### src/sv/dsr_ram.sv
// Generic single-write, single-read RAM with registered read data.
// No dependencies.
module dsr_ram #(
    parameter int WIDTH = 8,
    parameter int DEPTH = 256
) (
    input  logic                     clk,
    input  logic                     we,
    input  logic [$clog2(DEPTH)-1:0] waddr,
    input  logic [WIDTH-1:0]         wdata,
    input  logic                     re,
    input  logic [$clog2(DEPTH)-1:0] raddr,
    output logic [WIDTH-1:0]         rdata
);
    logic [WIDTH-1:0] mem [DEPTH];

    always_ff @(posedge clk) begin
        if (we) begin
            mem[waddr] <= wdata;
        end
        if (re) begin
            rdata <= mem[raddr];
        end
    end
endmodule

### config.mk
export PLATFORM = sky130hd
export DESIGN_NAME = dsr_ram
export DESIGN_NICKNAME = d
export VERILOG_FILES = /design/src/sv/dsr_ram.sv
export SDC_FILE = /design/constraint.sdc
export NUM_CORES = 2
export LEC_CHECK = 0
export BUFFER_PORTS_ARGS = -buffer_cell sky130_fd_sc_hd__buf_2
export CAP_MARGIN = 20
export CORE_MARGIN = 2
export CORE_UTILIZATION = 50
export DETAILED_ROUTE_END_ITERATION = 10
export PLACE_DENSITY = 0.78
export SYNTH_ARGS = -nofsm -noshare
export SYNTH_HDL_FRONTEND = slang
export SYNTH_SLANG_ARGS = --single-unit
### constraint.sdc
create_clock -name clk -period 2.43 [get_ports clk]
set_clock_uncertainty 0.05 [all_clocks]
set_input_delay 0.3645 -clock clk [delete_from_list [all_inputs] [get_ports clk]]
set_output_delay 0.3645 -clock clk [all_outputs]
set_load 0.02 [all_outputs]
Word level (Yosys, flattened, before mapping)
Memory sizes are Yosys's and may differ from the RTL's. A register that Yosys moved wholly into a read port is not among the register bits.
Cells that the tools add are included.

storage, ports and cells
  logic and storage cells = 3
  bits in writable memories = 2048
  memories = 1
  register bits after elaboration = 0
  output and inout port bits = 8
  bits of input ports = 27

memories
  memory  words  bits a word  read ports  clocked after Yosys merged registers in  wr ports  RTL line  source
  mem     256    8            1           1                                        1         15        logic [WIDTH-1:0] mem [DEPTH];

operators by class
  muxes and demuxes = 2

operators by type and width
  cell    number
  $mux 1  2

Depth between registers and ports, before layout
  word-level depth = 2
  depth in mapped cells = 11
  mapped depth without buffers = 6

Least setup slack after synthesis
Ideal clock, no wire load.

  kind = input -> register
  start = input raddr[0]
  end = register rdata[2] (read register of mem) (data pin)
  setup time = 0.269 ns
  data required time = 2.111 ns
  slack = -0.061 ns
  arrival time = 2.172 ns
  stages on the path = 9
  path through = buf_6 -> buf_12 -> buf_8 -> buf_2 -> mux4_2 -> a22oi_1 -> a21oi_1 -> nor4_1 -> nor4_2

RTL lines
  item         RTL line  source
  from (decl)  12        input logic [$clog2(DEPTH)-1:0] raddr,
  to (decl)    13        output logic [WIDTH-1:0] rdata

==> impl_summary.txt <==
----------------------------------------------------
[Detailed routing]
  Post-route ant nets ... 0
  # DRC ... 0
  Initial detailed-routing violation count ... between 7,000 and 8,000
  Drt first pass iters ... 7
  Per-cell routed wire length ... 31.1 µm
  Routed wire length ... between 200,000 and 250,000 µm
  Routed vias ... 42,824
  Vias per cell ... 6.41

[Synthesis]
  Primary FF master, synth ... sky130_fd_sc_hd__edfxtp_1
  Seq cells post-synth ... roughly 2,000
  Post-synthesis cell type count ... 54
  Top cell type by total area after synthesis ... sky130_fd_sc_hd__edfxtp_1
  Net count after synthesis ... ~3,800
  Area share of the largest cell type after synthesis ... between 70 and 80%
  Most common cell in the synthesized netlist ... sky130_fd_sc_hd__edfxtp_1
  Cell area after synthesis ... 0.0796 mm²
  Synthesized netlist cell count ... 3,733
  Seq/Total Area, Yosys ... between 70 and 80%
  Number of flops mapped to enable cells by yosys ... 2,056
  Share of flip-flops with an asynchronous set or reset ... 0%
  Leading cell types by total area after synthesis ... sky130_fd_sc_hd__edfxtp_1, sky130_fd_sc_hd__mux4_2, sky130_fd_sc_hd__mux2i_1, sky130_fd_sc_hd__nor2_1, sky130_fd_sc_hd__a22oi_1
  Per-instance average area after synthesis ... 21.3 µm²
  Syn. warnings ... 0
  Commonest cells post-synth ... sky130_fd_sc_hd__edfxtp_1, sky130_fd_sc_hd__mux4_2, sky130_fd_sc_hd__nor2_1, sky130_fd_sc_hd__mux2i_1, sky130_fd_sc_hd__a22oi_1

[Setup path]
  Arrival @ worst endpoint ... about 3.1 ns
  Crit Reg-Reg Endpoint ... rdata[4]$_DFFE_PP_
  Cells along the critical path ... mux4_2 > mux4_2 > nor2_4 > a2111oi_4 > nor3_4 > buf_6 > nor4_4
  Most used cell along the critical path ... sky130_fd_sc_hd__mux4_2
  Crit Path Class ... reg -> reg
  Register-to-Register Path Depth ... 7
  Gate family responsible for the most delay along the worst path ... multiplexers
  Maximum single-stage delay on the critical path ... 0.53 ns
  Critical Path Source Type ... flip-flop
  Kind of end point of the critical path ... flip-flop
  Reg2reg setup slack ... -0.13 ns
  Slowest cell on crit path ... sky130_fd_sc_hd__mux4_2
  Crit Path Max Fanout ... 1
  Endpoint required time on the critical path ... 2.94 ns
  Beginning of the worst register-to-register path ... mem[139][4]$_DFFE_PP_
  Buffer and inverter count on the worst path ... 1

[Placement]
  Last weighted congestion value of the routability-driven placer ... 0.932
  I/O Buffers ... 34
  HPWL after detailed placement ... 129,000 µm

[STA]
  Endpoints failing setup ... 5
  Share of the cycle needed by the critical path after routing ... 106%
  Worst slew margin ... around 38%
  Worst path setup slack after routing ... -0.134 ns
  Worst Hold Slack ... around 0.06 ns
  Fmax ... 390 MHz
  RSZ-0062 raised after global routing ... true
  Transition time at the pin with the least slew margin ... about 0.93 ns
  Final count of hold timing violations ... 0
  Max-slew violation total from the final report ... 0
  Clock period minus worst slack ... between 2 and 3 ns

[Floorplanning]
  Top-level port count ... 35
  Number of standard-cell rows in the floorplan ... 146
  Die H ... 403 µm
  Die outline area ... 0.162 mm²
  Overall die width ... roughly 400 µm
  Floorplan core area ... between 0.15 and 0.2 mm²
  Starting density of the core ... 50.3%

[Flow run]
  Max-capacitance violation count ... 0

[Global routing]
  Antenna violations before repair ... 12
  Via count of the first global-routing pass ... 43,426
  Pin count of the biggest net entering global routing ... 84
  Global-route usage over all layers ... about 26%
  First-pass GRT wire length ... 299,000 µm
  Total grt overflow ... 0

[Pwr]
  Pleak ... 30.6 nW
  Total power draw ... 0.0733 W
  Power per cell area ... 779 mW/mm²
  Maximum VDD drop ... 742 µV

[Hold path]
  Worst Hold Path Cells ... 1
  Class of the tightest hold or removal check ... in -> reg
  Worst hold path startpoint ... wdata[6]
  Worst min-delay path endpoint ... mem[54][6]$_DFFE_PP_

[Clock tree]
  Clock tree root buffer cell ... sky130_fd_sc_hd__clkbuf_16
  H-Tree Depth ... 4
  Clock tree from TritonCTS ... yes
  Clock Pin Slew Worst Setup and Hold Paths ... 0.06 ns
  Count of buffers added by post-CTS timing repair for setup ... 0
  Maximum clock path buffer count ... 3
  Number of CTS-inserted buffers ... 192
  # clock sinks ... 2,056
  Worst-Skew Late Latency ... roughly 0.85 ns

[Outcome]
  Outcome ... complete, but fails checks
  Failing checks ... negative setup slack

[Finish]
  Filler cells ... 10,492
  Util after Layout ... 59.5%
  Share of layout cells above drive strength 1 ... 33.1%
  Fin nets ... 4,459
  Layout overhead on the synthesized area ... 18.2%

----------------------------------------------------
## metal layers
| layer | vias to the layer above | share of wire [%] | track usage (%) |
|---|---|---|---|
| met3 | 494 | 13 | 7.42 |
| met2 | 3095 | 49 | 40.6 |
| li1 | 17111 | - | - |
| met5 | - | 0.022 | 0 |
| met4 | 6 | 4.0 | 10.3 |
| met1 | 22118 | 35 | 33.4 |
## logic make-up (layout without fill, tap and decap cells)
group,count (synthesis),count (layout),synth area share (%)
buffers and inverters,235,1100,1.83
muxes,591,591,14.6
and+or+nand+nor,466,466,2.63
DFF,2056,2056,77.5
AOI/OAI and AO/OA,385,385,3.42
other,0,11,0
## cell usage in the layout (no fill, tap or decap), types with 10 or more instances in the layout
cell type                   Yosys  final
sky130_fd_sc_hd__clkinv_1       1     51
sky130_fd_sc_hd__nor2b_1       31     25
sky130_fd_sc_hd__clkbuf_16      0    196
sky130_fd_sc_hd__mux4_2       454    454
sky130_fd_sc_hd__nand3_1       34     34
sky130_fd_sc_hd__a22oi_1      133    131
sky130_fd_sc_hd__nor3_1        22     15
sky130_fd_sc_hd__o21ai_0       10     10
sky130_fd_sc_hd__edfxtp_1    2056   2056
sky130_fd_sc_hd__buf_2         31     23
sky130_fd_sc_hd__nor2_1       282    278
sky130_fd_sc_hd__nor4_1        24     13
sky130_fd_sc_hd__o211ai_1      10     10
sky130_fd_sc_hd__bufinv_16      0     18
sky130_fd_sc_hd__nand2_1       33     33
sky130_fd_sc_hd__nand4_1       10     10
sky130_fd_sc_hd__buf_12         8     89
sky130_fd_sc_hd__clkinv_2       0     43
sky130_fd_sc_hd__a21oi_1       96     96
sky130_fd_sc_hd__diode_2        0     11
sky130_fd_sc_hd__buf_4         27    612
sky130_fd_sc_hd__mux2i_1      134    134
sky130_fd_sc_hd__clkbuf_1     111     35
sky130_fd_sc_hd__o221ai_1      46     46
sky130_fd_sc_hd__o22ai_1       28     28
## what timing repair did
item                       4_1_cts  5_1_grt
hold endpoints to repair        86        0
cloned                           0        0
hold buffers                     4        0
pin swaps                        9       11
setup endpoints to repair        8        8
gates resized for setup         36       19
## sequential cells by signal, indices dropped and copies added, names as in the netlist
signal,flops
rdata,8
mem,2048
## power by group
part	internal, W	switching (W)	total, W
Sequential	0.0391	0.0000827	0.0392
Combinational	0.00169	0.00251	0.00420
Clock	0.0168	0.0132	0.0299
## area by class of cell
type | instances | area [µm²] | share of cell area [%]
clock buffer | 231 | 5040 | 5.35
clock inverter | 129 | 1240 | 1.32
timing repair buffer | 738 | 6670 | 7.08
multi-input combinational | 1442 | 16800 | 17.9
antenna | 11 | 27.5 | 0.0292
sequential | 2056 | 61700 | 65.6
inverter | 2 | 7.51 | 0.00798
tap | 2072 | 2590 | 2.75
## per-stage QoR
step | cells | TNS, ns | cell area, µm² | setup WS [ns]
detailed placement | 6306 | -7.42 | 87400 | -1.22
CTS | 6670 | -0.241 | 94000 | -0.161
floorplan | 3733 | -0.000152 | 79700 | -0.000152
global placement | 6306 | -6.99 | 87400 | -1.16
finish | 6681 | -0.201 | 94100 | -0.134
global route | 6672 | -0.223 | 94100 | -0.135
## how the worst max path moves through the flow
stage | startpoint | slack (ns) | cells after the start | end
after global placement | raddr[0] | -1.16 | 12 | rdata[1]$_DFFE_PP_
after floorplan | raddr[0] | -0.0002 | 9 | rdata[6]$_DFFE_PP_
final | mem[139][4]$_DFFE_PP_ | -0.13 | 7 | rdata[4]$_DFFE_PP_
after detailed placement | raddr[0] | -1.22 | 9 | rdata[6]$_DFFE_PP_
after global routing | mem[139][4]$_DFFE_PP_ | -0.13 | 7 | rdata[4]$_DFFE_PP_
after CTS | mem[139][4]$_DFFE_PP_ | -0.16 | 7 | rdata[4]$_DFFE_PP_
## worst register-to-register path, delay by kind of cell, from the launching register on
| family | cells | cell delay, ns |
|---|---|---|
| mux | 2 | 1.07 |
| compound gates | 1 | 0.06 |
| simple gates | 3 | 0.49 |
| buf+inv | 1 | 0.19 |
| flops | 1 | 0.44 |
Note: power is estimated with default switching activity, not from simulation.
